--- config.mk ---
export PLATFORM = sky130hd
export DESIGN_NAME = rpc_angle
export DESIGN_NICKNAME = d
export VERILOG_FILES = /design/src/sv/rpc_pkg.sv /design/src/sv/rpc_angle.sv
export SDC_FILE = /design/constraint.sdc
export NUM_CORES = 2
export LEC_CHECK = 0
export ABC_CLOCK_PERIOD_IN_PS = 10300
export BUFFER_PORTS_ARGS = -buffer_cell sky130_fd_sc_hd__buf_2
export CAP_MARGIN = 20
export CORE_MARGIN = 5
export CORE_UTILIZATION = 45
export DETAILED_ROUTE_END_ITERATION = 10
export GPL_TIMING_DRIVEN = 0
export SYNTH_ARGS = -nofsm -noshare
export SYNTH_HDL_FRONTEND = slang
export SYNTH_SLANG_ARGS = --single-unit
--- constraint.sdc ---
create_clock -name clk -period 10.3 [get_ports clk]
set_input_delay 2.06 -clock clk [delete_from_list [all_inputs] [get_ports clk]]
set_output_delay 2.06 -clock clk [all_outputs]
set_load 0.05 [all_outputs]
--- src/sv/rpc_pkg.sv ---
// Shared types, widths, constants and the arctangent table for the point rotation block.
// No dependencies; every other file in sv/ imports this package.
package rpc_pkg;

  localparam int COORD_WIDTH   = 16;
  localparam int CORDIC_STAGES = 16;
  localparam int ANGLE_WIDTH   = 21;

  localparam int PHASE_W = 32;
  localparam int XY_W    = 33;
  localparam int Z_W     = 32;
  localparam int FRAC_W  = 15;
  localparam int TRIG_W  = FRAC_W + 2;
  localparam int DIFF_W  = COORD_WIDTH + 1;
  localparam int PROD_W  = DIFF_W + TRIG_W;
  localparam int SUM_W   = PROD_W + 1;
  localparam int MAG_Q_W = SUM_W - FRAC_W;
  localparam int RES_W   = MAG_Q_W + 2;

  localparam int STAGE_IDX_W = $clog2(CORDIC_STAGES);
  localparam int ATAN_IDX_W  = 5;

  // angle reduction
  localparam int U_W           = ANGLE_WIDTH + 1;
  localparam int DEG_TURN      = 92160;
  localparam int DEG_OFFSET    = 12 * DEG_TURN;
  localparam int TURN_HI_SH    = 11;
  localparam int HI_W          = U_W - TURN_HI_SH;
  localparam int DEG_RECIP     = 2913;
  localparam int DEG_RECIP_SH  = 17;
  localparam int QP_W          = HI_W + 12;
  localparam int QD_W          = QP_W - DEG_RECIP_SH;
  localparam int R_W           = 17;
  localparam int PH_MUL        = 46603;
  localparam int M_W           = R_W + 4;
  localparam int PH_REM_RECIP  = 2982617;
  localparam int PH_REM_SH     = 27;
  localparam int P2_W          = M_W + 22;
  localparam int F_W           = P2_W - PH_REM_SH;
  localparam int RAD_TO_PHASE  = 683565276;
  localparam int RAD_SH        = 16;
  localparam int RADP_W        = ANGLE_WIDTH + 31;
  localparam int CORDIC_GAIN   = 652032875;
  localparam logic [PHASE_W-1:0] QUAD_HALF = 32'h2000_0000;

  localparam logic signed [COORD_WIDTH-1:0] COORD_MAX = {1'b0, {(COORD_WIDTH-1){1'b1}}};
  localparam logic signed [COORD_WIDTH-1:0] COORD_MIN = {1'b1, {(COORD_WIDTH-1){1'b0}}};

  // configuration port
  localparam int PADDR_W   = 3;
  localparam int PDATA_W   = 32;
  localparam int REG_IDX_W = PADDR_W - 2;
  localparam logic [REG_IDX_W-1:0] REG_ROUND = '0;

  typedef struct packed {
    logic signed [DIFF_W-1:0]      dx;
    logic signed [DIFF_W-1:0]      dy;
    logic signed [COORD_WIDTH-1:0] cx;
    logic signed [COORD_WIDTH-1:0] cy;
  } side_t;

  typedef struct packed {
    logic signed [XY_W-1:0] x;
    logic signed [XY_W-1:0] y;
    logic signed [Z_W-1:0]  z;
    logic [1:0]             quad;
    logic                   zero;
    side_t                  side;
  } cell_t;

  // atan(2^-i) in 2^-32 turn units
  function automatic logic [Z_W-1:0] atan_turn(input logic [ATAN_IDX_W-1:0] idx);
    logic [Z_W-1:0] v;
    unique case (idx)
      5'd0:  v = 32'd536870912;
      5'd1:  v = 32'd316933406;
      5'd2:  v = 32'd167458907;
      5'd3:  v = 32'd85004756;
      5'd4:  v = 32'd42667331;
      5'd5:  v = 32'd21354465;
      5'd6:  v = 32'd10679838;
      5'd7:  v = 32'd5340245;
      5'd8:  v = 32'd2670163;
      5'd9:  v = 32'd1335087;
      5'd10: v = 32'd667544;
      5'd11: v = 32'd333772;
      5'd12: v = 32'd166886;
      5'd13: v = 32'd83443;
      5'd14: v = 32'd41722;
      5'd15: v = 32'd20861;
      5'd16: v = 32'd10430;
      5'd17: v = 32'd5215;
      5'd18: v = 32'd2608;
      5'd19: v = 32'd1304;
      5'd20: v = 32'd652;
      5'd21: v = 32'd326;
      5'd22: v = 32'd163;
      5'd23: v = 32'd81;
      default: v = '0;
    endcase
    return v;
  endfunction

endpackage

--- src/sv/rpc_angle.sv ---
// Angle front end: reduces the angle to a 32-bit phase, splits off the quadrant
// and seeds the first CORDIC cell. Four pipeline stages. Depends on rpc_pkg.
module rpc_angle (
  input  logic                                   clk,
  input  logic                                   rst,
  input  logic                                   up_vld,
  output logic                                   up_ld,
  input  logic signed [rpc_pkg::COORD_WIDTH-1:0] point_x,
  input  logic signed [rpc_pkg::COORD_WIDTH-1:0] point_y,
  input  logic signed [rpc_pkg::COORD_WIDTH-1:0] centre_x,
  input  logic signed [rpc_pkg::COORD_WIDTH-1:0] centre_y,
  input  logic signed [rpc_pkg::ANGLE_WIDTH-1:0] turn_angle,
  input  logic                                   angle_in_radians,
  input  logic                                   dn_ld,
  output logic                                   dn_vld,
  output rpc_pkg::cell_t                         dn_cell
);
  import rpc_pkg::*;

  logic [3:0] vld;
  logic [3:0] ld;

  // stage 0
  logic [U_W-1:0]            u_in;
  logic [QP_W-1:0]           qprod;
  logic signed [RADP_W-1:0]  a_s;
  logic signed [RADP_W-1:0]  k_s;
  logic signed [RADP_W-1:0]  radp;
  side_t                     side_in;
  logic [U_W-1:0]            u0;
  logic [QD_W-1:0]           qd0;
  logic [PHASE_W-1:0]        rph0;
  logic                      rad0;
  side_t                     side0;

  // stage 1
  logic [U_W-1:0]            rem_full;
  logic [R_W-1:0]            r1;
  logic [PHASE_W-1:0]        rph1;
  logic                      rad1;
  side_t                     side1;

  // stage 2
  logic [M_W-1:0]            m_val;
  logic [P2_W-1:0]           p2_full;
  logic [PHASE_W-1:0]        p1_2;
  logic [F_W-1:0]            f2;
  logic [PHASE_W-1:0]        rph2;
  logic                      rad2;
  side_t                     side2;

  // stage 3
  logic [PHASE_W-1:0]        phase;
  logic [PHASE_W-1:0]        phase_sh;
  logic [1:0]                quad;
  logic [PHASE_W-1:0]        resid;
  cell_t                     cell_next;
  cell_t                     cell3;

  always_comb begin
    ld[3] = !vld[3] || dn_ld;
    ld[2] = !vld[2] || ld[3];
    ld[1] = !vld[1] || ld[2];
    ld[0] = !vld[0] || ld[1];
  end

  assign up_ld = ld[0];

  always_comb begin
    u_in  = U_W'(turn_angle) + U_W'(DEG_OFFSET);
    qprod = QP_W'(u_in[U_W-1:TURN_HI_SH]) * QP_W'(DEG_RECIP);
    a_s   = RADP_W'(turn_angle);
    k_s   = RADP_W'(RAD_TO_PHASE);
    radp  = a_s * k_s;
    side_in.dx = DIFF_W'(point_x) - DIFF_W'(centre_x);
    side_in.dy = DIFF_W'(point_y) - DIFF_W'(centre_y);
    side_in.cx = centre_x;
    side_in.cy = centre_y;
  end

  always_comb begin
    rem_full = u0 - U_W'(qd0) * U_W'(DEG_TURN);
  end

  always_comb begin
    m_val   = (M_W'(r1) << 4) + M_W'(r1);
    p2_full = P2_W'(m_val) * P2_W'(PH_REM_RECIP);
  end

  always_comb begin
    phase    = rad2 ? rph2 : (p1_2 + PHASE_W'(f2));
    phase_sh = phase + QUAD_HALF;
    quad     = phase_sh[PHASE_W-1:PHASE_W-2];
    resid    = phase - {quad, {(PHASE_W-2){1'b0}}};
    cell_next.x    = XY_W'(CORDIC_GAIN);
    cell_next.y    = '0;
    cell_next.z    = resid;
    cell_next.quad = quad;
    cell_next.zero = (resid == '0);
    cell_next.side = side2;
  end

  always_ff @(posedge clk) begin
    if (rst) begin
      vld <= '0;
    end else begin
      if (ld[0]) vld[0] <= up_vld;
      if (ld[1]) vld[1] <= vld[0];
      if (ld[2]) vld[2] <= vld[1];
      if (ld[3]) vld[3] <= vld[2];
    end
  end

  always_ff @(posedge clk) begin
    if (ld[0]) begin
      u0    <= u_in;
      qd0   <= qprod[QP_W-1:DEG_RECIP_SH];
      rph0  <= radp[PHASE_W+RAD_SH-1:RAD_SH];
      rad0  <= angle_in_radians;
      side0 <= side_in;
    end
    if (ld[1]) begin
      r1    <= rem_full[R_W-1:0];
      rph1  <= rph0;
      rad1  <= rad0;
      side1 <= side0;
    end
    if (ld[2]) begin
      p1_2  <= PHASE_W'(r1) * PHASE_W'(PH_MUL);
      f2    <= p2_full[P2_W-1:PH_REM_SH];
      rph2  <= rph1;
      rad2  <= rad1;
      side2 <= side1;
    end
    if (ld[3]) begin
      cell3 <= cell_next;
    end
  end

  assign dn_vld  = vld[3];
  assign dn_cell = cell3;

endmodule

### After elaboration in Yosys (flattened, before gate mapping)

Cells that the tools add are included.

* memories kept: 0
* input bits: 90
* memory bits (read-only): 0
* memory bits (writable): 0
* flip-flop bits (word level): 490
* bits in latches: 0

* eq/ne operators: 0
* reductions and logical operators: 9
* $mul: 5
* div/mod/pow operators: 0
* muxes and demuxes: 1
* order comparisons: 0
* shift operators: 0
* bitwise operators: 0
* add/subtract/negate cells: 8

Operators with widths (number)
* multiplier 21 x 29 -> 46 bit, second input constant: 1
* multiplier 21 x 22 -> 43 bit, second input constant: 1
* subtractor 16 x 16 -> 17 bit: 2
* adder 32 x 16 -> 32 bit: 1
* adder 32 x 30 -> 32 bit, second input constant: 1
* logical NOT 32 bit: 1
* multiplier 17 x 16 -> 32 bit, second input constant: 1
* 2-to-1 mux 32 bit: 1
* subtractor 32 bit: 1
* multiplier 11 x 12 -> 23 bit, second input constant: 1
* adder 21 x 22 -> 22 bit, second input constant: 1
* adder 21 x 17 -> 21 bit: 1
* subtractor 17 bit: 1
* multiplier 6 x 6 -> 6 bit, second input constant: 1
* logical NOT 1 bit: 4
* logical OR 1 bit: 4

### Longest topological paths before layout

* word-level depth: 5
* depth in mapped cells: 34
* gate-level depth less buffers: 34

### Worst setup path after synthesis

Ideal clock, no wire load.

* path type: register to register
* start point: register r1[0]
* end point: register f2[15] (data pin)
* cell stages (with the launch flop): 33
* clock period less this slack: 8.456 ns
* buffers on the path: 0
* data required time: 10.031 ns
* setup slack: 1.844 ns
* arrival: 8.186 ns
* cell sequence: edfxtp_1 ha_1 inv_1 fa_1 nor2b_1 o21ai_1 a21oi_1 o41ai_1 o21ai_1 o21ai_0 nor2b_1 xnor2_1 ha_1 inv_1 fa_1 inv_1 fa_1 fa_1 fa_1 fa_1 inv_1 fa_1 inv_1 ha_1 a21o_1 a211o_1 o221ai_1 nand3_1 a221oi_1 nor4bb_1 a211o_1 a21oi_1 xor3_1

* word-level cells in the longest chain between the ends: 2

RTL lines
* start: declaration: RTL line rpc_angle.sv:38 `logic [R_W-1:0] r1;`
* start signal: assignment: RTL line rpc_angle.sv:123 `r1 <= rem_full[R_W-1:0];`
* adder 21 x 17 -> 21 bit: RTL line rpc_angle.sv:86 `m_val = (M_W'(r1) << 4) + M_W'(r1);`
* multiplier 21 x 22 -> 43 bit: RTL line rpc_angle.sv:87 `p2_full = P2_W'(m_val) * P2_W'(PH_REM_RECIP);`
* named net p2_full[42]: RTL line rpc_angle.sv:45 `logic [P2_W-1:0] p2_full;`
* end signal: assignment: RTL line rpc_angle.sv:130 `f2 <= p2_full[P2_W-1:PH_REM_SH];`
* end: declaration: RTL line rpc_angle.sv:47 `logic [F_W-1:0] f2;`

The timed path passes the listed nets, and every way through them passes these cells.
A chain may end at the register's enable or synchronous reset.

### Worst setup path after layout

* start point: register r1[3]
* end point: register f2[15] (data pin)

The elaborated chain is that of the path after synthesis.

==> metrics <==
worst hold path type=reg -> reg; Die ar.=98000 µm²; cell row count=between 100 and 150; Period minus WS final=9.69 ns; final period utilization=94.1%; Root Driver=clkbuf_16; max capacitance violation total=0; Hold WS=just under 0.4 ns; top cells by area, synth=edfxtp_1, fa_1, ha_1; RSZ-0062 raised after global routing=false; GP Congestion=0.928; worst slew pin tran=between 1 and 1.5 ns; first-pass GRT wire length=149000 µm; Syn-to-layout area delta=11.2%; wire per inst=18.8 µm; Required @ worst endpoint=10.60 ns; dpl cells=4900; DRC=0; Post-synth EDFFs=486; initial DRC count=1418; Clock Skew=0.0361 ns; # fillers=between 8000 and 9000; CTS Buf Count=a little over 50; final wirelength=94100 µm; CP max stage cell=edfxtp_1; Worst Setup Start Kind=flip-flop; Die Width=between 300 and 400 µm; largest net degree at the start of global routing=66; post-synthesis register bit count=490; status=finished, final reports clean; Synth Instances=3452; cell count of the worst reg-to-reg path=30; Rel. slew slack=31.4%; Synth top area share=35.3%; CP max FO=7; FMAX=103 MHz; # hold bufs at CTS=0; CP peak stage delay=~0.57 ns; remaining antenna violation count after routing=0; terminus of the critical flop-to-flop path=f2[15]$_DFFE_PP_; HP Start=side1[37]$_DFFE_PP_; internal reg-to-reg setup slack=0.61 ns; vias=25000; core area=91400 µm²; critical path class=reg -> reg; post-synth top area cell=edfxtp_1; IO Port Bufs=192; CTS HTree Levels=2; Reg clk slew, reported paths=0.06 ns; Netlist Area Pre-Place=41300 µm²; Non-Filler Instances=4998; Post-synth top cells=inv_1, ha_1, edfxtp_1, fa_1, xnor2_1; die height=313 µm; layout net count=4948; asr flop ratio synth=0%; Sink Count=490; element type at the critical path end=flip-flop; vias in the first global route=26200; Primary FF master, synth=edfxtp_1; routed vias/inst=5.00; Worst-Skew Late Latency=0.61 ns; top-count cell post-synth=inv_1; drt first pass iters=5; CP dominant cell by count=fa_1; Final Hold Vio Count=0; Longest Clk Path Bufs=3; depth of the worst hold-timing path=0; Mean Syn Cell Area=roughly 12 µm²; post-DP HPWL=79300 µm; gr usage total=19.6%; remaining global-route overflow=0; initial antenna violation count=11; CTS tree=yes; layout cells sized above 1=9.87%; max-slew violation count=0; RR Startpoint=r1[3]$_DFFE_PP_; post-synthesis sequential area ratio=between 30% and 40%; Worst Hold End=cell_next[37]$_DFFE_PP_; setup violators final=0; Synth warnings=0; setup TNS=0 ns; Starting Density=between 40% and 50%; Netlist cell types=90; # IOs=roughly 260; critical path arrival=10.00 ns
## kinds of logic after synthesis
kind of cell	count (synthesis)	share of synthesized area (%)
AOI/OAI and AO/OA	390	6.33
xor gates and xnor gates	154	3.30
adders and majority gates	1089	40.6
buffers and inverters	902	8.86
DFF	490	35.5
muxes	6	0.154
other	2	0.0182
and+or+nand+nor	419	5.19
## flip-flops by register name (all words and copies together) (netlist names), 32 cells and up
name and cells:
rph2 32, side1 66, cell_next 66, dn_cell 101
p1_2 32, rph0 32, side0 66, rph1 32
## metal layers
| layer | share of wire (%) | vias to the layer above | GRT usage, % |
|---|---|---|---|
| met3 | 5.7 | 93 | 3.37 |
| met1 | 45 | 12200 | 27.4 |
| li1 | - | 12100 | - |
| met4 | 2.2 | 0 | 4.33 |
| met2 | 47 | 565 | 32.3 |
| met5 | 0 | - | 0 |
## final cells by class
class	count	area, µm²	area share (%)
Multi-Input combinational cell	2124	23300	50.6
Sequential cell	490	14700	31.9
Inverter	821	3090	6.72
Tap cell	1186	1480	3.23
Clock buffer	64	1330	2.88
Timing Repair Buffer	200	1140	2.48
Buffer	81	582	1.27
Clock inverter	28	377	0.820
Antenna cell	4	10.0	0.0218
## worst max-delay path by stage
stage | startpoint | end | slack, ns | cells after the start
after floorplan | r1[0]$_DFFE_PP_ | f2[15]$_DFFE_PP_ | 1.84 | 32
after global placement | r1[0]$_DFFE_PP_ | f2[15]$_DFFE_PP_ | 0.07 | 32
final | r1[3]$_DFFE_PP_ | f2[15]$_DFFE_PP_ | 0.61 | 30
after CTS | r1[0]$_DFFE_PP_ | f2[15]$_DFFE_PP_ | 0.23 | 32
after detailed placement | r1[0]$_DFFE_PP_ | f2[15]$_DFFE_PP_ | 0.01 | 32
after global routing | r1[3]$_DFFE_PP_ | f2[15]$_DFFE_PP_ | 0.04 | 30
## timing repair
action / 4_1_cts / 5_1_grt
endpoints found under the hold margin: 0 / 0
endpoints found under the setup margin: 1 / 2
setup buffers: 0 / 2
resized for setup: 1 / 1
## layout by cell type, fill, tap and decap left out, types with 68 or more instances in the layout
cell / n
ha_1: 666
buf_2: 192
nor2_1: 103
xnor2_1: 108
edfxtp_1: 486
a21oi_1: 101
inv_1: 818
nand2_1: 79
fa_1: 423
buf_4: 68
## through the flow
step | util (%) | setup slack [ns] | area (µm²)
final | 50.3 | 0.605 | 46000
after global routing | 50.3 | 0.0446 | 46000
after CTS | 50.2 | 0.228 | 45900
after detailed placement | 48.4 | 0.0102 | 44200
after global placement | 48.2 | 0.0721 | 44000
after floorplan | - | 1.84 | 41600
## critical path, delay by kind of cell (launching register included)
| kind | cells | cell delay [ns] |
|---|---|---|
| xor+xnor | 2 | 0.81 |
| simple gates | 4 | 0.85 |
| flops | 1 | 0.57 |
| buf+inv | 4 | 0.25 |
| fa+ha+maj | 9 | 4.20 |
| compound gates | 11 | 2.69 |
Power is not shown: default switching activity piles up to over one toggle a cycle in this logic, so the estimate is an artifact.
