--- src/sv/rpc_pkg.sv ---
// Shared types, widths, constants and the arctangent table for the point rotation block.
// No dependencies; every other file in sv/ imports this package.
package rpc_pkg;

  localparam int COORD_WIDTH   = 16;
  localparam int CORDIC_STAGES = 16;
  localparam int ANGLE_WIDTH   = 21;

  localparam int PHASE_W = 32;
  localparam int XY_W    = 33;
  localparam int Z_W     = 32;
  localparam int FRAC_W  = 15;
  localparam int TRIG_W  = FRAC_W + 2;
  localparam int DIFF_W  = COORD_WIDTH + 1;
  localparam int PROD_W  = DIFF_W + TRIG_W;
  localparam int SUM_W   = PROD_W + 1;
  localparam int MAG_Q_W = SUM_W - FRAC_W;
  localparam int RES_W   = MAG_Q_W + 2;

  localparam int STAGE_IDX_W = $clog2(CORDIC_STAGES);
  localparam int ATAN_IDX_W  = 5;

  // angle reduction
  localparam int U_W           = ANGLE_WIDTH + 1;
  localparam int DEG_TURN      = 92160;
  localparam int DEG_OFFSET    = 12 * DEG_TURN;
  localparam int TURN_HI_SH    = 11;
  localparam int HI_W          = U_W - TURN_HI_SH;
  localparam int DEG_RECIP     = 2913;
  localparam int DEG_RECIP_SH  = 17;
  localparam int QP_W          = HI_W + 12;
  localparam int QD_W          = QP_W - DEG_RECIP_SH;
  localparam int R_W           = 17;
  localparam int PH_MUL        = 46603;
  localparam int M_W           = R_W + 4;
  localparam int PH_REM_RECIP  = 2982617;
  localparam int PH_REM_SH     = 27;
  localparam int P2_W          = M_W + 22;
  localparam int F_W           = P2_W - PH_REM_SH;
  localparam int RAD_TO_PHASE  = 683565276;
  localparam int RAD_SH        = 16;
  localparam int RADP_W        = ANGLE_WIDTH + 31;
  localparam int CORDIC_GAIN   = 652032875;
  localparam logic [PHASE_W-1:0] QUAD_HALF = 32'h2000_0000;

  localparam logic signed [COORD_WIDTH-1:0] COORD_MAX = {1'b0, {(COORD_WIDTH-1){1'b1}}};
  localparam logic signed [COORD_WIDTH-1:0] COORD_MIN = {1'b1, {(COORD_WIDTH-1){1'b0}}};

  // configuration port
  localparam int PADDR_W   = 3;
  localparam int PDATA_W   = 32;
  localparam int REG_IDX_W = PADDR_W - 2;
  localparam logic [REG_IDX_W-1:0] REG_ROUND = '0;

  typedef struct packed {
    logic signed [DIFF_W-1:0]      dx;
    logic signed [DIFF_W-1:0]      dy;
    logic signed [COORD_WIDTH-1:0] cx;
    logic signed [COORD_WIDTH-1:0] cy;
  } side_t;

  typedef struct packed {
    logic signed [XY_W-1:0] x;
    logic signed [XY_W-1:0] y;
    logic signed [Z_W-1:0]  z;
    logic [1:0]             quad;
    logic                   zero;
    side_t                  side;
  } cell_t;

  // atan(2^-i) in 2^-32 turn units
  function automatic logic [Z_W-1:0] atan_turn(input logic [ATAN_IDX_W-1:0] idx);
    logic [Z_W-1:0] v;
    unique case (idx)
      5'd0:  v = 32'd536870912;
      5'd1:  v = 32'd316933406;
      5'd2:  v = 32'd167458907;
      5'd3:  v = 32'd85004756;
      5'd4:  v = 32'd42667331;
      5'd5:  v = 32'd21354465;
      5'd6:  v = 32'd10679838;
      5'd7:  v = 32'd5340245;
      5'd8:  v = 32'd2670163;
      5'd9:  v = 32'd1335087;
      5'd10: v = 32'd667544;
      5'd11: v = 32'd333772;
      5'd12: v = 32'd166886;
      5'd13: v = 32'd83443;
      5'd14: v = 32'd41722;
      5'd15: v = 32'd20861;
      5'd16: v = 32'd10430;
      5'd17: v = 32'd5215;
      5'd18: v = 32'd2608;
      5'd19: v = 32'd1304;
      5'd20: v = 32'd652;
      5'd21: v = 32'd326;
      5'd22: v = 32'd163;
      5'd23: v = 32'd81;
      default: v = '0;
    endcase
    return v;
  endfunction

endpackage

--- src/sv/rpc_rotate.sv ---
// Back end: Q2.15 sine/cosine, quadrant fix-up, products, rounding and saturation.
// Five pipeline stages, the last one is the output register. Depends on rpc_pkg.
module rpc_rotate (
  input  logic                                   clk,
  input  logic                                   rst,
  input  logic                                   round_to_nearest,
  input  logic                                   up_vld,
  input  rpc_pkg::cell_t                         up_cell,
  output logic                                   up_ld,
  input  logic                                   dn_ld,
  output logic                                   dn_vld,
  output logic signed [rpc_pkg::COORD_WIDTH-1:0] rotated_x,
  output logic signed [rpc_pkg::COORD_WIDTH-1:0] rotated_y,
  output logic                                   saturated
);
  import rpc_pkg::*;

  localparam logic [1:0] QUAD_0 = 2'd0;
  localparam logic [1:0] QUAD_1 = 2'd1;
  localparam logic [1:0] QUAD_2 = 2'd2;
  localparam logic [1:0] QUAD_3 = 2'd3;
  localparam int ONE_Q    = 1 << FRAC_W;
  localparam int HALF_LSB = 1 << (FRAC_W - 1);

  function automatic logic signed [TRIG_W-1:0] to_q15(input logic signed [XY_W-1:0] v);
    logic signed [XY_W:0] vr;
    logic signed [XY_W:0] t;
    logic signed [TRIG_W-1:0] r;
    vr = (XY_W+1)'(v) + (XY_W+1)'(HALF_LSB);
    t  = vr >>> FRAC_W;
    if (t > (XY_W+1)'(ONE_Q)) begin
      r = TRIG_W'(ONE_Q);
    end else if (t < -((XY_W+1)'(ONE_Q))) begin
      r = -(TRIG_W'(ONE_Q));
    end else begin
      r = t[TRIG_W-1:0];
    end
    return r;
  endfunction

  logic [4:0] vld;
  logic [4:0] ld;

  // stage 0
  logic signed [TRIG_W-1:0]      c_v;
  logic signed [TRIG_W-1:0]      s_v;
  logic signed [TRIG_W-1:0]      cs_n;
  logic signed [TRIG_W-1:0]      sn_n;
  logic signed [TRIG_W-1:0]      cs0;
  logic signed [TRIG_W-1:0]      sn0;
  side_t                         side0;
  logic signed [DIFF_W-1:0]      dx0;
  logic signed [DIFF_W-1:0]      dy0;

  // stage 1
  logic signed [PROD_W-1:0]      pxc;
  logic signed [PROD_W-1:0]      pys;
  logic signed [PROD_W-1:0]      pxs;
  logic signed [PROD_W-1:0]      pyc;
  logic signed [COORD_WIDTH-1:0] cx1;
  logic signed [COORD_WIDTH-1:0] cy1;

  // stage 2
  logic signed [SUM_W-1:0]       sx2;
  logic signed [SUM_W-1:0]       sy2;
  logic signed [COORD_WIDTH-1:0] cx2;
  logic signed [COORD_WIDTH-1:0] cy2;

  // stage 3
  logic [SUM_W-1:0]              magx;
  logic [SUM_W-1:0]              magy;
  logic [SUM_W-1:0]              rndx;
  logic [SUM_W-1:0]              rndy;
  logic [MAG_Q_W-1:0]            qx3;
  logic [MAG_Q_W-1:0]            qy3;
  logic                          negx3;
  logic                          negy3;
  logic signed [COORD_WIDTH-1:0] cx3;
  logic signed [COORD_WIDTH-1:0] cy3;

  // stage 4
  logic signed [RES_W-1:0]       qxs;
  logic signed [RES_W-1:0]       qys;
  logic signed [RES_W-1:0]       rx;
  logic signed [RES_W-1:0]       ry;
  logic signed [COORD_WIDTH-1:0] rx_next;
  logic signed [COORD_WIDTH-1:0] ry_next;
  logic                          satx;
  logic                          saty;

  always_comb begin
    ld[4] = !vld[4] || dn_ld;
    ld[3] = !vld[3] || ld[4];
    ld[2] = !vld[2] || ld[3];
    ld[1] = !vld[1] || ld[2];
    ld[0] = !vld[0] || ld[1];
  end

  assign up_ld = ld[0];

  always_comb begin
    if (up_cell.zero) begin
      c_v = TRIG_W'(ONE_Q);
      s_v = '0;
    end else begin
      c_v = to_q15(up_cell.x);
      s_v = to_q15(up_cell.y);
    end
    unique case (up_cell.quad)
      QUAD_0: begin cs_n = c_v;  sn_n = s_v;  end
      QUAD_1: begin cs_n = -s_v; sn_n = c_v;  end
      QUAD_2: begin cs_n = -c_v; sn_n = -s_v; end
      QUAD_3: begin cs_n = s_v;  sn_n = -c_v; end
      default: begin cs_n = c_v; sn_n = s_v;  end
    endcase
  end

  always_comb begin
    dx0 = side0.dx;
    dy0 = side0.dy;
  end

  always_comb begin
    magx = sx2[SUM_W-1] ? SUM_W'(-sx2) : SUM_W'(sx2);
    magy = sy2[SUM_W-1] ? SUM_W'(-sy2) : SUM_W'(sy2);
    rndx = magx + (round_to_nearest ? SUM_W'(HALF_LSB) : '0);
    rndy = magy + (round_to_nearest ? SUM_W'(HALF_LSB) : '0);
  end

  always_comb begin
    qxs = signed'(RES_W'(qx3));
    qys = signed'(RES_W'(qy3));
    rx  = RES_W'(cx3) + (negx3 ? -qxs : qxs);
    ry  = RES_W'(cy3) + (negy3 ? -qys : qys);
    satx = 1'b1;
    saty = 1'b1;
    priority if (rx > RES_W'(COORD_MAX)) begin
      rx_next = COORD_MAX;
    end else if (rx < RES_W'(COORD_MIN)) begin
      rx_next = COORD_MIN;
    end else begin
      rx_next = rx[COORD_WIDTH-1:0];
      satx    = 1'b0;
    end
    priority if (ry > RES_W'(COORD_MAX)) begin
      ry_next = COORD_MAX;
    end else if (ry < RES_W'(COORD_MIN)) begin
      ry_next = COORD_MIN;
    end else begin
      ry_next = ry[COORD_WIDTH-1:0];
      saty    = 1'b0;
    end
  end

  always_ff @(posedge clk) begin
    if (rst) begin
      vld <= '0;
    end else begin
      if (ld[0]) vld[0] <= up_vld;
      if (ld[1]) vld[1] <= vld[0];
      if (ld[2]) vld[2] <= vld[1];
      if (ld[3]) vld[3] <= vld[2];
      if (ld[4]) vld[4] <= vld[3];
    end
  end

  always_ff @(posedge clk) begin
    if (ld[0]) begin
      cs0   <= cs_n;
      sn0   <= sn_n;
      side0 <= up_cell.side;
    end
    if (ld[1]) begin
      pxc <= PROD_W'(dx0) * PROD_W'(cs0);
      pys <= PROD_W'(dy0) * PROD_W'(sn0);
      pxs <= PROD_W'(dx0) * PROD_W'(sn0);
      pyc <= PROD_W'(dy0) * PROD_W'(cs0);
      cx1 <= side0.cx;
      cy1 <= side0.cy;
    end
    if (ld[2]) begin
      sx2 <= SUM_W'(pxc) - SUM_W'(pys);
      sy2 <= SUM_W'(pxs) + SUM_W'(pyc);
      cx2 <= cx1;
      cy2 <= cy1;
    end
    if (ld[3]) begin
      qx3   <= rndx[SUM_W-1:FRAC_W];
      qy3   <= rndy[SUM_W-1:FRAC_W];
      negx3 <= sx2[SUM_W-1];
      negy3 <= sy2[SUM_W-1];
      cx3   <= cx2;
      cy3   <= cy2;
    end
    if (ld[4]) begin
      rotated_x <= rx_next;
      rotated_y <= ry_next;
      saturated <= satx || saty;
    end
  end

  assign dn_vld = vld[4];

endmodule

--- config.mk ---
export PLATFORM = sky130hd
export DESIGN_NAME = rpc_rotate
export DESIGN_NICKNAME = d
export VERILOG_FILES = /design/src/sv/rpc_pkg.sv /design/src/sv/rpc_rotate.sv
export SDC_FILE = /design/constraint.sdc
export NUM_CORES = 2
export LEC_CHECK = 0
export BUFFER_PORTS_ARGS = -buffer_cell sky130_fd_sc_hd__buf_2
export CAP_MARGIN = 0
export CORE_ASPECT_RATIO = 1.75
export CORE_MARGIN = 2
export CORE_UTILIZATION = 35
export DETAILED_ROUTE_END_ITERATION = 10
export PLACE_DENSITY_LB_ADDON = 0.12
export SYNTH_ARGS = -nofsm -noshare
export SYNTH_HDL_FRONTEND = slang
export SYNTH_SLANG_ARGS = --single-unit
--- constraint.sdc ---
create_clock -name clk -period 9 [get_ports clk]
set_input_delay 1.8 -clock clk [delete_from_list [all_inputs] [get_ports clk]]
set_output_delay 1.8 -clock clk [all_outputs]
set_load 0.01 [all_outputs]
### Word-level counts from Yosys, hierarchy flattened

Cells that the tools add are included.

| cells by class | value |
|---|---|
| reduce and logical (&&, ||, !) cells | 12 |
| multipliers | 4 |
| $add $sub $neg | 14 |
| eq/ne operators | 3 |
| mux-type cells | 19 |
| magnitude comparators | 8 |

Operator list:

| cell | count |
|---|---|
| 17-bit by 17-bit multiplier with 34-bit output | 4 |
| 17-bit case mux with 4 select lines | 2 |
| 17-bit 2-to-1 mux | 6 |
| 35-bit 2-to-1 mux | 2 |
| 35-bit negator | 2 |
| 33-bit by 16-bit adder with 34-bit output (second input constant) | 2 |
| 16-bit by 22-bit adder with 22-bit output | 2 |
| 22-bit by 16-bit > comparator with 1-bit output (second input constant) | 2 |
| 22-bit by 16-bit < comparator with 1-bit output (second input constant) | 2 |
| 22-bit 2-to-1 mux | 2 |
| 20-bit negator with 22-bit output | 2 |
| 19-bit by 17-bit > comparator with 1-bit output (second input constant) | 2 |
| 19-bit by 16-bit < comparator with 1-bit output (second input constant) | 2 |
| 34-bit by 34-bit adder with 35-bit output | 1 |
| 35-bit by 15-bit adder with 35-bit output | 1 |
| 35-bit adder | 1 |
| 34-bit by 34-bit subtractor with 35-bit output | 1 |
| 17-bit negator | 2 |
| 16-bit 2-to-1 mux | 2 |
| 15-bit 2-to-1 mux | 1 |
| 1-bit logical OR | 6 |
| 1-bit zero test | 5 |
| 2-bit equality test (second input constant) | 2 |
| 1-bit 2-to-1 mux | 4 |
| other kinds (2) | 2 |

| storage, ports and cells | value |
|---|---|
| register bits | 482 |
| word-level logic and storage cells | 90 |
| output and inout bits | 35 |
| input port bits | 172 |

### Longest topological paths before layout

| logic depth | value |
|---|---|
| depth after elaboration | 7 |
| gate-level depth with buffers | 25 |
| depth with buffers taken out | 24 |

### Least setup slack after synthesis

No wires, ideal clock.

| timing | value |
|---|---|
| path type | register -> register |
| from | register sn0[2] |
| to | register pys[32], data pin |
| path buffers | 1 |
| data required time | 8.735 ns |
| clock period less this slack | 6.492 ns |
| setup slack | 2.508 ns |
| arrival time | 6.227 ns |
| library setup time | 0.265 ns |
| cell stages (with the launch flop) | 23 |
| cell sequence | edfxtp_1 > clkbuf_1 > nand2_1 > fa_1 > fa_1 > fa_1 > fa_1 > inv_1 > fa_1 > inv_1 > fa_1 > inv_1 > ha_1 > a21o_1 > a21o_1 > a21o_1 > or2_2 > a221o_1 > a21oi_1 > o2111ai_1 > a21oi_1 > o21ai_0 > xor2_1 |

| between the ends | value |
|---|---|
| longest elaborated chain between the ends | 1 |

Ends and longest elaborated chain:

| element | line | source |
|---|---|---|
| start: declaration | rpc_rotate.sv:50 | `logic signed [TRIG_W-1:0] sn0;` |
| start signal: assignment | rpc_rotate.sv:170 | `sn0 <= sn_n;` |
| 17-bit by 17-bit multiplier with 34-bit output | rpc_rotate.sv:175 | `pys <= PROD_W'(dy0) * PROD_W'(sn0);` |
| end signal: assignment | rpc_rotate.sv:175 |  |
| end: declaration | rpc_rotate.sv:57 | `logic signed [PROD_W-1:0] pys;` |

No other way between the ends.
A chain may end at the register's enable or synchronous reset.

### Final worst setup path

| timing | value |
|---|---|
| from | register side0, in the netlist dx0[6] |
| to | register pxc[33], data pin |

| between the ends | value |
|---|---|
| longest elaborated chain between the ends | 1 |

Ends and longest elaborated chain:

| element | line | source |
|---|---|---|
| start: declaration | rpc_rotate.sv:51 | `side_t side0;` |
| start signal: assignment | rpc_rotate.sv:171 | `side0 <= up_cell.side;` |
| 17-bit by 17-bit multiplier with 34-bit output | rpc_rotate.sv:174 | `pxc <= PROD_W'(dx0) * PROD_W'(cs0);` |
| end signal: assignment | rpc_rotate.sv:174 |  |
| end: declaration | rpc_rotate.sv:56 | `logic signed [PROD_W-1:0] pxc;` |

No other way between the ends.

==> results.tsv <==
stage	metric	value	unit
global_route	grt_antenna_before_repair	18	
placed_design	finalWeightedCongestion	0.847	
cells_and_area	nets	8889	
worst_setup_path	cp_num_cells	22	
power	pwr_density_cell	349	mW/mm²
clocking	clock_tree_from_tritoncts	built	
sta	timing_hold_violations_final	0	
cells_and_area	area.sequential	0.0144	mm²
clocking	cts_max_level	2	
clocking	cts_sinks	482	
logic_synthesis	synth.ff_latch_count	482	
global_route	first_global_vias	52700	
worst_setup_path	timing.critical_path.to_type	register	
logic_synthesis	cells_taking_the_most_area_after_synthesis	sky130_fd_sc_hd__fa_1, sky130_fd_sc_hd__edfxtp_1, sky130_fd_sc_hd__ha_1, sky130_fd_sc_hd__inv_1, sky130_fd_sc_hd__and2_1	
route	vias	48000	
cells_and_area	layout.filler_cells	20000	
cells_and_area	finalCoreUtilization	38.2	%
logic_synthesis	yosys.area.top_type	sky130_fd_sc_hd__fa_1	
worst_setup_path	timing.critical_path.slowest_cell_delay	0.95	ns
worst_setup_path	crit_fanout	17	
worst_setup_path	timing.critical_path.from_type	register	
logic_synthesis	synthDistinctLibCells	92	
die	area_of_the_core	0.196	mm²
worst_setup_path	cp_top_family	adder cells	
sta	setup_repair_after_global_routing_missed_its_margin	no	
route	drtAntennaViolNets	0	
logic_synthesis	yosys_most_used_dff	sky130_fd_sc_hd__edfxtp_1	
worst_setup_path	timing.reg2reg.worst_path_depth	22	
global_route	grt_start_max_net_pins	140	
clocking	clock_insertion_delay_worst_skew	0.77	ns
clocking	cts.hold.buffers_added	0	
sta	setup_violations	0	
sta	finalCritPeriodShare	87.2	%
logic_synthesis	sequential_element_share_of_the_synthesized_area	20.8	%
worst_setup_path	worst-r2r-setup-slack	1.15	ns
logic_synthesis	ys_warn_count	0	
die	floorplan.initialDensity	35.2	%
die	die_width	340	µm
worst_setup_path	worstReg2RegEnd	pxc[33]	
worst_setup_path	critical_path_class	register to register	
sta	slew_headroom	24.9	%
route	detail_route.drc_violations	0	
clocking	clock-root-buffer	sky130_fd_sc_hd__clkbuf_16	
die	floorplan.die_area	0.201	mm²
route	dr.pass1.iters	7	
route	wire_per_inst	19.7	µm
power	totalPowerFinal	26200	µW
placed_design	dp_hpwl	155	mm
sta	timing.setup.tns	0	ns
logic_synthesis	ys_async_sr_fraction	0	%
cells_and_area	multi_input_area	0.0484	mm²
worst_setup_path	critical_path_required	9.50	ns
logic_synthesis	avg_cell_area_syn	9.84	µm²
die	design.portCount	207	
logic_synthesis	synth_nets	8853	
logic_synthesis	post_synthesis_instance_area	0.0692	mm²
status	outcome	finished clean	
route	detail_route.vias_per_cell	4.94	
clocking	postCtsResizedCells	0	
global_route	grt.overflow.total	0	
die	die_height	592	µm
logic_synthesis	synth_largest_type_area_fraction	34.4	%
clocking	clk_pin_slew_worst_paths	0.07	ns
worst_setup_path	worstPathBufferInverterCount	5	
worst_setup_path	cpMaxStageDelayCell	sky130_fd_sc_hd__edfxtp_1	
sta	slew_viols_final	0	
worst_setup_path	crit_path_end	pxc[33]	
clocking	post-cts-setup-buffer-count	0	
worst_setup_path	rr_startpoint	dx0[6]	
cells_and_area	syn2layout_area_growth	8.52	%
die	row_count	215	
worst_setup_path	start_point_of_the_critical_path	dx0[6]	
global_route	grt_first_pass_wirelength	301	mm
clocking	cts_made_buffers	59	
worst_setup_path	cp_common_cell	sky130_fd_sc_hd__fa_1	
worst_setup_path	critical_path.cell_chain	buf_4, buf_4, nand2_1, fa_1, fa_1, fa_1, inv_1, fa_1, fa_1, inv_1, fa_1, inv_1, ha_1, and3_1, nand2_1, a21oi_1, o31ai_1, a21oi_1, a21oi_1, a2111oi_0, o221ai_1, xnor2_1	
worst_setup_path	timing.critical_path.arrival	8.35	ns
route	drtIter0Drc	2073	
sta	worst_slew_pin_slew	1.13	ns
global_route	globalRouteTotalUtil	19.5	%
logic_synthesis	synthCells	7035	
power	cellLeakagePower	0.0356	µW
placed_design	port_buffers	146	
clocking	cts_max_path_buffers	3	
worst_hold_path	min-delay-path-class	register to register	
cells_and_area	drive_above_1_share	5.84	%
logic_synthesis	synth-edff-count	477	
run	max_cap_violations	0	
sta	timing.final.crit_period	7.85	ns
route	totalWireLength	192	mm
sta	fmaxAchievable	127	MHz
power	irDropWorstVdd	0.000268	V
worst_hold_path	hold-path-cell-count	0	
sta	final_clock_skew	0.0828	ns
==> layer usage <==
| layer | wire length (µm) | vias to the layer above | global-route usage (%) | part of all wire [%] |
|---|---|---|---|---|
| met1 | 68900 | 24800 | 20.7 | 36 |
| met4 | 9450 | 8 | 8.41 | 4.9 |
| met3 | 5400 | 257 | 1.56 | 2.8 |
| li1 | - | 22200 | - | - |
| met2 | 108000 | 826 | 38.9 | 56 |
| met5 | 65 | - | 0 | 0.034 |
==> sequential cells by signal (all words and copies together), names as in the netlist, 20 cells and up <==
| name | cells |
|---|---|
| pxc | 34 |
| pxs | 34 |
| pyc | 34 |
| pys | 34 |
| qx3 | 20 |
| qy3 | 20 |
| side0 | 32 |
| sx2 | 35 |
| sy2 | 35 |
==> cell type report <==
type	instances	area share (%)
inverter	1417	7.09
timing repair buffer	257	2.12
tap	2604	4.34
clock inverter	47	0.793
sequential	482	19.2
clock buffer	62	1.98
multi-input combinational	4854	64.5
antenna	8	0.0267
==> layout by cell type (no fill, tap or decap), types with 14 or more instances in the layout <==
cell,count
sky130_fd_sc_hd__fa_1,1188
sky130_fd_sc_hd__and2_1,598
sky130_fd_sc_hd__or2_2,18
sky130_fd_sc_hd__a21o_1,98
sky130_fd_sc_hd__xor2_1,85
sky130_fd_sc_hd__nand4_1,27
sky130_fd_sc_hd__a211oi_1,18
sky130_fd_sc_hd__edfxtp_1,477
sky130_fd_sc_hd__nand2b_1,54
sky130_fd_sc_hd__a21oi_1,228
sky130_fd_sc_hd__or3_1,28
sky130_fd_sc_hd__xnor2_1,304
sky130_fd_sc_hd__clkbuf_16,59
sky130_fd_sc_hd__a31o_2,14
sky130_fd_sc_hd__o21ai_0,203
sky130_fd_sc_hd__nor2b_1,40
sky130_fd_sc_hd__a31oi_1,37
sky130_fd_sc_hd__o21bai_1,19
sky130_fd_sc_hd__inv_1,1413
sky130_fd_sc_hd__and3_1,32
sky130_fd_sc_hd__nand3_1,81
sky130_fd_sc_hd__nand2_1,707
sky130_fd_sc_hd__ha_1,458
sky130_fd_sc_hd__buf_4,109
sky130_fd_sc_hd__nor4_1,25
sky130_fd_sc_hd__o31ai_1,32
sky130_fd_sc_hd__nor2_1,231
sky130_fd_sc_hd__o211ai_1,19
sky130_fd_sc_hd__nor3_1,59
sky130_fd_sc_hd__buf_2,146
sky130_fd_sc_hd__o21a_1,37
sky130_fd_sc_hd__a21boi_0,16
==> worst min-delay path by stage <==
stage | end | from | slack, ns
detailed placement | cy1[12] | side0[12] | 0.40
floorplan | cx1[0] | side0[16] | 0.40
CTS | cy3[2] | cy2[2] | 0.42
global route | cy3[2] | cy2[2] | 0.42
finish | cy3[2] | cy2[2] | 0.41
global placement | cx3[14] | cx2[14] | 0.40
==> Yosys cell counts (10+ instances only) <==
cell type                  number
sky130_fd_sc_hd__a211oi_1      18
sky130_fd_sc_hd__a21boi_0      16
sky130_fd_sc_hd__a21o_1        98
sky130_fd_sc_hd__a21oi_1      228
sky130_fd_sc_hd__a31o_2        14
sky130_fd_sc_hd__a31oi_1       37
sky130_fd_sc_hd__and2_1       598
sky130_fd_sc_hd__and3_1        32
sky130_fd_sc_hd__and4_1        11
sky130_fd_sc_hd__buf_1         10
sky130_fd_sc_hd__buf_2         16
sky130_fd_sc_hd__clkbuf_1     254
sky130_fd_sc_hd__edfxtp_1     477
sky130_fd_sc_hd__fa_1        1188
sky130_fd_sc_hd__ha_1         458
sky130_fd_sc_hd__inv_1       1414
sky130_fd_sc_hd__nand2_1      709
sky130_fd_sc_hd__nand2b_1      54
sky130_fd_sc_hd__nand3_1       82
sky130_fd_sc_hd__nand4_1       27
sky130_fd_sc_hd__nor2_1       231
sky130_fd_sc_hd__nor2b_1       40
sky130_fd_sc_hd__nor3_1        59
sky130_fd_sc_hd__nor4_1        25
sky130_fd_sc_hd__o211ai_1      19
sky130_fd_sc_hd__o21a_1        37
sky130_fd_sc_hd__o21ai_0      203
sky130_fd_sc_hd__o21bai_1      19
sky130_fd_sc_hd__o31ai_1       32
sky130_fd_sc_hd__or2_2         18
sky130_fd_sc_hd__or3_1         28
sky130_fd_sc_hd__xnor2_1      304
sky130_fd_sc_hd__xor2_1        85
==> power breakdown <==
group | internal [µW] | switching [µW]
clock | 1480 | 1140
combinational | 7970 | 10800
sequential | 4160 | 590
==> kinds of logic (layout without fill, tap and decap cells) <==
family                     Yosys count  in the layout  share of synthesized area, %
and+or+nand+nor                   1961           1961                          14.3
buffers and inverters             1699           1783                          9.26
adders and majority gates         1646           1646                          42.6
AOI/OAI and AO/OA                  845            845                          7.86
DFF                                482            482                          20.8
xor gates and xnor gates           389            389                          4.92
muxes                               13             13                         0.195
other                                0              8                             0
==> stage by stage <==
stage          instances  hold WS, ns  worst slack, ns  cell area (µm²)
4_1_cts             9723        0.416             1.24            75100
6_report            9731        0.412             1.15            75100
3_3_place_gp        9614        0.402             1.32            73000
3_5_place_dp        9614        0.405             1.18            73000
5_1_grt             9724        0.416            0.725            75100
2_1_floorplan       7035        0.400             2.51            69200
(Power assumes the default switching activity.)
